--- config.mk ---
export PLATFORM = sky130hd
export DESIGN_NAME = text_two_operand_evaluator
export DESIGN_NICKNAME = d
export VERILOG_FILES = /design/src/sv/tte_pkg.sv /design/src/sv/tte_ctrl.sv /design/src/sv/tte_dpath.sv /design/src/sv/text_two_operand_evaluator.sv
export SDC_FILE = /design/constraint.sdc
export NUM_CORES = 2
export LEC_CHECK = 0
export ABC_AREA = 1
export ABC_CLOCK_PERIOD_IN_PS = 17890
export CELL_PAD_IN_SITES_DETAIL_PLACEMENT = 0
export CELL_PAD_IN_SITES_GLOBAL_PLACEMENT = 1
export CORE_MARGIN = 2
export CORE_UTILIZATION = 54
export CTS_CLUSTER_DIAMETER = 40
export DETAILED_ROUTE_END_ITERATION = 8
export DONT_BUFFER_PORTS = 1
export GPL_TIMING_DRIVEN = 0
export HOLD_SLACK_MARGIN = 0.02
export MAX_ROUTING_LAYER = met4
export PLACE_DENSITY = 0.95
export SLEW_MARGIN = 30
export SYNTH_ARGS = -nofsm -noshare
export SYNTH_HDL_FRONTEND = slang
export SYNTH_SLANG_ARGS = --single-unit
export TNS_END_PERCENT = 50
--- constraint.sdc ---
create_clock -name clk_i -period 17.89 [get_ports clk_i]
set_clock_uncertainty 0.1 [all_clocks]
set_input_delay 3.578 -clock clk_i [delete_from_list [all_inputs] [get_ports clk_i]]
set_output_delay 3.578 -clock clk_i [all_outputs]
set_load 0.02 [all_outputs]
--- src/sv/tte_pkg.sv ---
// Package of the text two-operand evaluator: word types, operator and status
// codes, controller/datapath command types and character helpers. No dependencies.
`default_nettype none

package tte_pkg;

  localparam int OPERAND_WIDTH = 31;
  localparam int VALUE_WIDTH   = 63;
  localparam int ACC_WIDTH     = OPERAND_WIDTH + 4;
  localparam int PROD_WIDTH    = 2 * OPERAND_WIDTH;
  localparam int CNT_WIDTH     = $clog2(OPERAND_WIDTH);

  localparam logic [OPERAND_WIDTH-1:0] OPERAND_MAX = '1;

  // ASCII codes the block reacts to
  localparam logic [7:0] CH_PLUS  = 8'h2B;
  localparam logic [7:0] CH_MINUS = 8'h2D;
  localparam logic [7:0] CH_STAR  = 8'h2A;
  localparam logic [7:0] CH_SLASH = 8'h2F;
  localparam logic [7:0] CH_PCT   = 8'h25;
  localparam logic [7:0] CH_ZERO  = 8'h30;
  localparam logic [7:0] CH_NINE  = 8'h39;

  typedef enum logic [2:0] {
    OP_NONE = 3'd0,
    OP_ADD  = 3'd1,
    OP_SUB  = 3'd2,
    OP_MUL  = 3'd3,
    OP_DIV  = 3'd4,
    OP_MOD  = 3'd5
  } op_code_e;

  typedef enum logic [1:0] {
    STS_OK       = 2'd0,
    STS_DIV_ZERO = 2'd1,
    STS_NO_OP    = 2'd2
  } status_e;

  typedef struct packed {
    logic [7:0] char_code;
    logic       end_of_text;
  } in_word_t;

  typedef struct packed {
    logic signed [VALUE_WIDTH-1:0] value;
    logic [1:0]                    status;
  } out_word_t;

  // Controller to datapath
  typedef struct packed {
    logic take_char;   // fold the input character into the operand state
    logic eval_start;  // register product, seed divider
    logic div_step;    // one restoring-divide iteration
    logic out_load;    // load output register and clear expression state
  } dp_cmd_t;

  // Datapath to controller
  typedef struct packed {
    logic div_needed;  // operator is / or % with a nonzero divisor
    logic div_last;    // current divide iteration is the final one
    logic out_free;    // output register can take a word this cycle
  } dp_sts_t;

  function automatic op_code_e op_of(input logic [7:0] c);
    op_code_e op;
    unique case (c)
      CH_PLUS:  op = OP_ADD;
      CH_MINUS: op = OP_SUB;
      CH_STAR:  op = OP_MUL;
      CH_SLASH: op = OP_DIV;
      CH_PCT:   op = OP_MOD;
      default:  op = OP_NONE;
    endcase
    return op;
  endfunction

  // acc * 10 + digit, saturating at the operand maximum
  function automatic logic [OPERAND_WIDTH-1:0] accumulate(
    input logic [OPERAND_WIDTH-1:0] acc,
    input logic [3:0]               digit
  );
    logic [ACC_WIDTH-1:0] wide;
    logic [ACC_WIDTH-1:0] sum;
    wide = ACC_WIDTH'(acc);
    sum  = (wide << 3) + (wide << 1) + ACC_WIDTH'(digit);
    if (sum > ACC_WIDTH'(OPERAND_MAX)) begin
      return OPERAND_MAX;
    end else begin
      return sum[OPERAND_WIDTH-1:0];
    end
  endfunction

endpackage

`default_nettype wire

--- src/sv/tte_ctrl.sv ---
// Controller of the text two-operand evaluator: sequences character intake,
// evaluation, bit-serial divide and result hand-off. Depends on tte_pkg.
`default_nettype none

module tte_ctrl (
  input  logic             clk_i,
  input  logic             rst_ni,
  input  logic             in_valid_i,
  input  logic             end_of_text_i,
  output logic             in_stall_o,
  input  tte_pkg::dp_sts_t sts_i,
  output tte_pkg::dp_cmd_t cmd_o
);
  import tte_pkg::*;

  typedef enum logic [3:0] {
    ST_IDLE = 4'b0001,
    ST_EVAL = 4'b0010,
    ST_DIV  = 4'b0100,
    ST_FIN  = 4'b1000
  } ctrl_state_e;

  ctrl_state_e state_q, state_d;
  logic        in_take;

  assign in_stall_o = (state_q != ST_IDLE);
  assign in_take    = in_valid_i && (state_q == ST_IDLE);

  // Next state and commands
  always_comb begin
    state_d          = state_q;
    cmd_o            = '0;
    cmd_o.take_char  = in_take;
    unique case (state_q)
      ST_IDLE: begin
        if (in_take && end_of_text_i) state_d = ST_EVAL;
      end
      ST_EVAL: begin
        cmd_o.eval_start = 1'b1;
        state_d          = sts_i.div_needed ? ST_DIV : ST_FIN;
      end
      ST_DIV: begin
        cmd_o.div_step = 1'b1;
        if (sts_i.div_last) state_d = ST_FIN;
      end
      ST_FIN: begin
        if (sts_i.out_free) begin
          cmd_o.out_load = 1'b1;
          state_d        = ST_IDLE;
        end
      end
      default: state_d = ST_IDLE;
    endcase
  end

  always_ff @(posedge clk_i or negedge rst_ni) begin
    if (!rst_ni) begin
      state_q <= ST_IDLE;
    end else begin
      state_q <= state_d;
    end
  end

endmodule

`default_nettype wire

--- src/sv/tte_dpath.sv ---
// Datapath of the text two-operand evaluator: operand accumulation, product
// register, restoring divider, result select and output register. Depends on tte_pkg.
`default_nettype none

module tte_dpath (
  input  logic               clk_i,
  input  logic               rst_ni,
  input  tte_pkg::in_word_t  in_word_i,
  input  tte_pkg::dp_cmd_t   cmd_i,
  output tte_pkg::dp_sts_t   sts_o,
  input  logic               out_stall_i,
  output logic               out_valid_o,
  output tte_pkg::out_word_t out_word_o
);
  import tte_pkg::*;

  logic [OPERAND_WIDTH-1:0] first_q, first_d;
  logic [OPERAND_WIDTH-1:0] second_q, second_d;
  op_code_e                 op_q, op_d;
  logic                     first_taken_q, first_taken_d;
  logic                     in_run_q, in_run_d;

  logic [PROD_WIDTH-1:0]    prod_q;
  logic [OPERAND_WIDTH-1:0] rem_q, quo_q;
  logic [CNT_WIDTH-1:0]     cnt_q;

  logic                     out_valid_q;
  out_word_t                out_word_q;

  logic                     is_digit;
  logic [7:0]               digit_full;
  op_code_e                 char_op;

  // Character decode
  assign is_digit   = (in_word_i.char_code >= CH_ZERO) && (in_word_i.char_code <= CH_NINE);
  assign digit_full = in_word_i.char_code - CH_ZERO;
  assign char_op    = op_of(in_word_i.char_code);

  // Operand state update for one character
  always_comb begin
    first_d       = first_q;
    second_d      = second_q;
    op_d          = op_q;
    first_taken_d = first_taken_q;
    in_run_d      = in_run_q;
    if (cmd_i.take_char) begin
      if (is_digit) begin
        if (!first_taken_q) begin
          first_d = accumulate(first_q, digit_full[3:0]);
        end else begin
          // a new run restarts the second operand from zero
          second_d = accumulate(in_run_q ? second_q : '0, digit_full[3:0]);
        end
        in_run_d = 1'b1;
      end else begin
        if (in_run_q) first_taken_d = 1'b1;
        in_run_d = 1'b0;
        if (char_op != OP_NONE) op_d = char_op;
      end
    end
    if (cmd_i.out_load) begin
      first_d       = '0;
      second_d      = '0;
      op_d          = OP_NONE;
      first_taken_d = 1'b0;
      in_run_d      = 1'b0;
    end
  end

  always_ff @(posedge clk_i or negedge rst_ni) begin
    if (!rst_ni) begin
      first_q       <= '0;
      second_q      <= '0;
      op_q          <= OP_NONE;
      first_taken_q <= 1'b0;
      in_run_q      <= 1'b0;
    end else begin
      first_q       <= first_d;
      second_q      <= second_d;
      op_q          <= op_d;
      first_taken_q <= first_taken_d;
      in_run_q      <= in_run_d;
    end
  end

  // Restoring divider, one quotient bit per step
  logic [OPERAND_WIDTH:0]   trial;
  logic                     trial_ge;
  logic [OPERAND_WIDTH:0]   trial_diff;

  assign trial      = {rem_q, quo_q[OPERAND_WIDTH-1]};
  assign trial_ge   = trial >= {1'b0, second_q};
  assign trial_diff = trial - {1'b0, second_q};

  always_ff @(posedge clk_i) begin
    if (cmd_i.eval_start) begin
      prod_q <= PROD_WIDTH'(first_q) * PROD_WIDTH'(second_q);
      rem_q  <= '0;
      quo_q  <= first_q;
    end else if (cmd_i.div_step) begin
      rem_q <= trial_ge ? trial_diff[OPERAND_WIDTH-1:0] : trial[OPERAND_WIDTH-1:0];
      quo_q <= {quo_q[OPERAND_WIDTH-2:0], trial_ge};
    end
  end

  always_ff @(posedge clk_i or negedge rst_ni) begin
    if (!rst_ni) begin
      cnt_q <= '0;
    end else if (cmd_i.eval_start) begin
      cnt_q <= '0;
    end else if (cmd_i.div_step) begin
      cnt_q <= cnt_q + 1'b1;
    end
  end

  // Result select
  logic [VALUE_WIDTH-1:0] res_value;
  status_e                res_status;

  always_comb begin
    res_value  = '0;
    res_status = STS_OK;
    case (op_q)
      OP_ADD: res_value = VALUE_WIDTH'(first_q) + VALUE_WIDTH'(second_q);
      OP_SUB: res_value = VALUE_WIDTH'(first_q) - VALUE_WIDTH'(second_q);
      OP_MUL: res_value = VALUE_WIDTH'(prod_q);
      OP_DIV: begin
        if (second_q == '0) res_status = STS_DIV_ZERO;
        else                res_value  = VALUE_WIDTH'(quo_q);
      end
      OP_MOD: begin
        if (second_q == '0) res_status = STS_DIV_ZERO;
        else                res_value  = VALUE_WIDTH'(rem_q);
      end
      default: res_status = STS_NO_OP;
    endcase
  end

  // Output register
  always_ff @(posedge clk_i or negedge rst_ni) begin
    if (!rst_ni) begin
      out_valid_q <= 1'b0;
    end else if (cmd_i.out_load) begin
      out_valid_q <= 1'b1;
    end else if (!out_stall_i) begin
      out_valid_q <= 1'b0;
    end
  end

  always_ff @(posedge clk_i) begin
    if (cmd_i.out_load) begin
      out_word_q.value  <= res_value;
      out_word_q.status <= res_status;
    end
  end

  assign out_valid_o      = out_valid_q;
  assign out_word_o       = out_word_q;

  assign sts_o.div_needed = ((op_q == OP_DIV) || (op_q == OP_MOD)) && (second_q != '0);
  assign sts_o.div_last   = (cnt_q == CNT_WIDTH'(OPERAND_WIDTH - 1));
  assign sts_o.out_free   = !out_valid_q || !out_stall_i;

endmodule

`default_nettype wire

--- src/sv/text_two_operand_evaluator.sv ---
// Text two-operand evaluator, top level: joins the controller and the datapath.
// Depends on tte_pkg, tte_ctrl and tte_dpath.
//
// Takes an expression as ASCII words, one character per word, and returns one
// result word (value and status) after the word flagged end_of_text. Ordinary
// characters are taken one per cycle. The final character passes through the
// steps intake, evaluate and output load for + - * and for no operator; / and %
// with a nonzero divisor add the bit-serial restoring divider between evaluate
// and output load. Input is stalled from the final character until its result
// is in the output register; a result word waiting there does not block further
// characters, only the next evaluation. Operand state clears when the result is
// loaded.
`default_nettype none

module text_two_operand_evaluator (
  input  logic               clk_i,
  input  logic               rst_ni,
  input  logic               in_valid_i,
  output logic               in_stall_o,
  input  tte_pkg::in_word_t  in_word_i,
  output logic               out_valid_o,
  input  logic               out_stall_i,
  output tte_pkg::out_word_t out_word_o
);
  import tte_pkg::*;

  dp_cmd_t cmd;
  dp_sts_t sts;

  tte_ctrl u_ctrl (
    .clk_i         (clk_i),
    .rst_ni        (rst_ni),
    .in_valid_i    (in_valid_i),
    .end_of_text_i (in_word_i.end_of_text),
    .in_stall_o    (in_stall_o),
    .sts_i         (sts),
    .cmd_o         (cmd)
  );

  tte_dpath u_dpath (
    .clk_i       (clk_i),
    .rst_ni      (rst_ni),
    .in_word_i   (in_word_i),
    .cmd_i       (cmd),
    .sts_o       (sts),
    .out_stall_i (out_stall_i),
    .out_valid_o (out_valid_o),
    .out_word_o  (out_word_o)
  );

endmodule

`default_nettype wire

== Word level (Yosys, flattened, before mapping) ==
Index checks and enable logic that the tools add are counted.
Word-level totals
  register bits after elaboration: 266
  latch bits: 0
  bits in writable memories: 0
  memory bits (read-only): 0
  input port bits: 13
  memories kept: 0
Operators by class
  $add $sub $neg: 9
  multiply operators: 1
  divide/modulo/power cells: 0
  magnitude comparators: 5
  equality and inequality tests: 22
  shift-type cells: 0
  multiplexer cells: 44
  bitwise logic cells: 0
  reductions and logical operators: 24
Operators by type and width (number)
  31-bit two-way mux: 16
  63-bit one-hot mux with 5 select lines: 1
  34-bit by 32-bit adder with 35-bit output: 2
  35-bit by 4-bit adder with 35-bit output: 2
  35-bit by 31-bit greater-than comparator with 1-bit output, second input constant: 2
  31-bit by 31-bit multiplier with 62-bit output: 1
  8-bit by 6-bit equality test with 1-bit output, second input constant: 5
  31-bit by 31-bit adder with 32-bit output: 1
  32-bit by 31-bit greater-or-equal comparator with 1-bit output: 1
  31-bit by 31-bit subtractor with 32-bit output: 1
  31-bit logical NOT: 1
  31-bit nonzero test: 1
  31-bit subtractor: 1
  4-bit two-way mux: 4
  4-bit one-hot mux with 4 select lines: 1
  3-bit one-hot mux with 5 select lines: 1
  3-bit AND reduction: 5
  1-bit two-way mux: 14
  3-bit two-way mux: 4
  2-bit nonzero test: 6
  5-bit two-way mux: 2
  2-bit inequality test, second input constant: 5
  8-bit by 6-bit greater-or-equal comparator with 1-bit output, second input constant: 1
  8-bit by 6-bit less-or-equal comparator with 1-bit output, second input constant: 1
  19 further kinds: 26

== Longest topological paths before layout ==
  depth after elaboration: 9
  mapped depth: 33
  gate-level depth less buffers: 31

== Hierarchy ==
Synthesis repeated with hierarchy kept, for this count alone.
Second synthesis, totals
  cells, all modules: 7773
  area, all modules: 56171.4 sq um
By module, submodules not included
  tte_dpath: instances 1, cells each 7735, area each 55902.4 sq um, sequential area each 7191.9 sq um
  tte_ctrl: instances 1, cells each 38, area each 269.0 sq um, sequential area each 101.3 sq um

== Worst setup path after synthesis ==
OpenSTA, ideal clock, no wires.
  kind: in2reg
  start: input out_stall_i
  end: register u_dpath.first_q[1]
  library setup time: 0.117 ns
  arrival: 7.347 ns
  setup slack: 10.327 ns
  cell stages on the path: 7
  cells stage by stage: nand2_1 inv_1 nor2_1 nor2_1 clkbuf_1 nand2_1 nand2_1
RTL lines
  from (decl): RTL line text_two_operand_evaluator.sv:22  | input logic out_stall_i,
  to (signal assigned): RTL line tte_dpath.sv:78  | first_q <= first_d;
  to (decl): RTL line tte_dpath.sv:17  | logic [OPERAND_WIDTH-1:0] first_q, first_d;

== Worst setup path in the final report ==
  start: register u_dpath.first_q[23]
  end: register u_dpath.prod_q[35] (data pin)
On the way
  longest elaborated chain between the ends: 1
RTL lines
  31-bit by 31-bit multiplier with 62-bit output: RTL line tte_dpath.sv:97  | prod_q <= PROD_WIDTH'(first_q) * PROD_WIDTH'(second_q);
  to (signal assigned): RTL line tte_dpath.sv:97
  to (decl): RTL line tte_dpath.sv:23  | logic [PROD_WIDTH-1:0] prod_q;
Every way passes these cells.
A chain may end at the register's enable or synchronous reset.

==> impl_metrics.yaml <==
synth:
  syn-cell-area_um2: 55000
  ys_top_cells_by_area: "fa_1 31%, nand2_1 15%, inv_1 13%"
  yosys.area.top_type: "fa_1"
  synth_area_per_cell_um2: 7.28
  yosys-top-cells-count: "2,213 x nand2_1, 1,915 x inv_1, 844 x fa_1"
  yosys.area.top_type_share_pct: 30.7
  yosysSeqAreaShare_pct: 13.3
  yosys.area_share.simple_pct: 21.6
  synthMuxAreaShare_pct: 0
  synth_cells: 7560
  synth_edf_count: 158
  synth_top_family_by_area: "adder cells"
  synth-xor-area-share_pct: 1.85
  synth_cell_types: 52
  synth_nets: 8889
  yosysMostFrequentCell: "nand2_1"
  synth_compound_area_share_pct: 6.45
  synth-async-reset-ratio_pct: 28.9
  ys_warn_count: 0
  synthAdderAreaFrac_pct: 41.4
  ys_ff_latch: 266
  synth_top_flop_cell: "edfxtp_1"
cts:
  cts_root_buf: "clkbuf_16"
  cts_sinks: 266
  clk_latency_ns: 0.65
  cts_resized: 0
  cts_tree: "built"
  path_clk_slew_ns: 0.06
  numCtsBuffers: 45
  h-tree-depth: 2
  postCtsSetupRepairBufs: 0
  hold_buffers: 0
  clockBufferDepth: 3
detailed_routing:
  drt_first_pass_iters: 6
  vias: 51600
  drt-wirelength-per-cell_um: 26.5
  drt_iter0_drc: 5993
  drt-total-wl_um: 239000
  drc_errors: 0
  ant_nets: 0
  viasPerCell: 5.71
placement:
  place_inst: 8934
  hpwlAfterDp_um: 194000
  place_congestion: 1.15
  dpl_cell_area_um2: 57000
  numPortBuffers: 0
global_routing:
  grt_pass1_wl_um: 343000
  grt_antenna_before_repair: 13
  grt_pass1_vias: 51100
  grt_max_degree: 78
  grt_use_total_pct: 47.8
  grt_overflow_total: 0
worst_setup_path:
  crit_path_frequent_cell: "fa_1"
  cp.depth: 22
  crit_chain: "clkbuf_1, nand2_1, fa_1, fa_1, fa_1, fa_1, inv_1, fa_1, fa_1, fa_1, inv_1, fa_1, inv_1, ha_1, nand2_1, nor2_1, nand2_1, nor3_1, inv_1, nor2_1, nor2_1, xnor2_1"
  r2r_cells: 22
  rr_startpoint: "u_dpath.first_q[23]$_DFFE_PN0P_"
  crit_end: "u_dpath.prod_q[35]$_DFFE_PP_"
  critPathKind: "flop to flop"
  rr_endpoint: "u_dpath.prod_q[35]$_DFFE_PP_"
  worstPathArrival_ns: 9.34
  crit_family: "adder cells"
  cp_num_buf_inv: 5
  endpoint_kind: "flop"
  start_kind: "flop"
  rrSetupSlack_ns: 8.80
  crit_start: "u_dpath.first_q[23]$_DFFE_PN0P_"
  slowest_delay_ns: 1.06
  critPathMaxFanout: 10
  critPathRequiredTime_ns: 18.15
  cp_slowest_cell: "dfrtp_1"
sta:
  final.min_clock_period_ns: 9.09
  finalSetupViolations: 0
  rsz0062_at_grt: "false"
  worstMarginPinSlew_ns: 1.19
  clock.fmax_ghz: 0.110
  finalHoldViolations: 0
  post-route-period-util_pct: 50.8
  slew_headroom_pct: 20.4
  fin_hold_ws_ns: 0.369
  final-max-slew-violation-count: 0
  tns_ns: 0
layout:
  fin_util_pct: 57.8
  nets: 8943
  layoutNonFillerInstCount: 9034
  drive_gt1_share_pct: 2.99
  area_growth_pct: 6.50
  design_area_um2: 58600
floorplanning:
  rows: 117
  dieArea_um2: 104000
  fp.coreArea_um2: 101000
  die_y_um: 323
  die_w_um: 323
  start_util_pct: 54.3
  io_pins: 80
min_path:
  whs_path_depth: 2
  hold_start: "u_dpath.rem_q[30]$_SDFFE_PP0N_"
  hold_class: "flop to flop"
power_and_ir_drop:
  power.leakage_nw: 34.8
  p_per_area_nw_per_um2: 79.3
  vdd_drop_max_mv: 0.139
run:
  drv_cap: 0
outcome:
  status: "finished clean"
[state kept, by name (all words and copies together), names as in the netlist]
name,cells
u_dpath.out_word_o,65
u_dpath.rem_q,31
u_dpath.quo_q,31
u_ctrl.state_q,4
u_dpath.op_q,3
u_dpath.second_q,31
u_dpath.in_run_q,1
u_dpath.cnt_q,5
u_dpath.first_q,31
u_dpath.prod_q,62
u_dpath.first_taken_q,1
u_dpath.out_valid_o,1
[cell usage in the layout (no fill, tap or decap), types with 46 or more instances in the layout]
cell	synthesis	layout
nand4_1	48	48
a21oi_1	286	286
clkbuf_16	0	46
ha_1	472	470
xor2_1	73	73
nand3_1	242	242
dfrtp_1	76	76
inv_1	1915	1914
fa_1	844	844
nand2_1	2213	2213
clkbuf_2	4	63
o21ai_0	210	208
clkbuf_1	260	203
nor2_1	395	393
edfxtp_1	158	158
[area by class of cell]
type | instances | area, µm²
Antenna cell | 16 | 40.0
Buffer | 304 | 1340
Clock buffer | 51 | 1190
Clock inverter | 32 | 400
Fill cell | 9894 | 42800
Inverter | 1922 | 7210
Multi-Input combinational cell | 5068 | 39300
Sequential cell | 266 | 7290
Tap cell | 1368 | 1710
Timing Repair Buffer | 7 | 136
[where the power goes]
| group | internal (W) | switching [W] |
|---|---|---|
| clock | 0.000551 | 0.000373 |
| combinational | 0.000716 | 0.00211 |
| sequential | 0.000767 | 0.000128 |
[worst min-delay path by stage]
| stage | slack [ns] | to |
|---|---|---|
| finish | 0.37 | u_dpath.rem_q[30]$_SDFFE_PP0N_ |
| global route | 0.41 | u_dpath.rem_q[27]$_SDFFE_PP0N_ |
| CTS | 0.37 | u_dpath.rem_q[30]$_SDFFE_PP0N_ |
| detailed placement | 0.36 | u_dpath.rem_q[30]$_SDFFE_PP0N_ |
| global placement | 0.35 | u_dpath.rem_q[30]$_SDFFE_PP0N_ |
| floorplan | 0.34 | u_dpath.rem_q[30]$_SDFFE_PP0N_ |
[layer usage]
layer / vias to the layer above / global-route usage (%) / share of wire [%]
met2: 3162 / 69.9 / 42
met5: - / - / 0
li1: 22500 / - / -
met4: 0 / 37.5 / 10
met1: 24900 / 54.9 / 35
met3: 999 / 13.9 / 12
[stage by stage]
stage	setup WS (ns)	power, W
2_1_floorplan	10.33	0.00255
3_3_place_gp	7.90	0.00359
3_5_place_dp	9.02	0.00360
4_1_cts	9.02	0.00453
5_1_grt	8.80	0.00485
6_report	8.80	0.00465
[worst reg2reg max path, delay by kind of cell, from the launching register on]
kind / cells / cell delay [ns]
buf+inv: 5 / 1.14
xor+xnor: 1 / 0.45
simple gates: 7 / 1.18
flops: 1 / 1.06
fa+ha+maj: 9 / 4.86
[logic make-up after synthesis]
logic type,count (synthesis)
simple gates,2991
buf+inv,2226
fa+ha+maj,1316
compound gates,645
flops,266
xor+xnor,116
(Power assumes the default switching activity.)
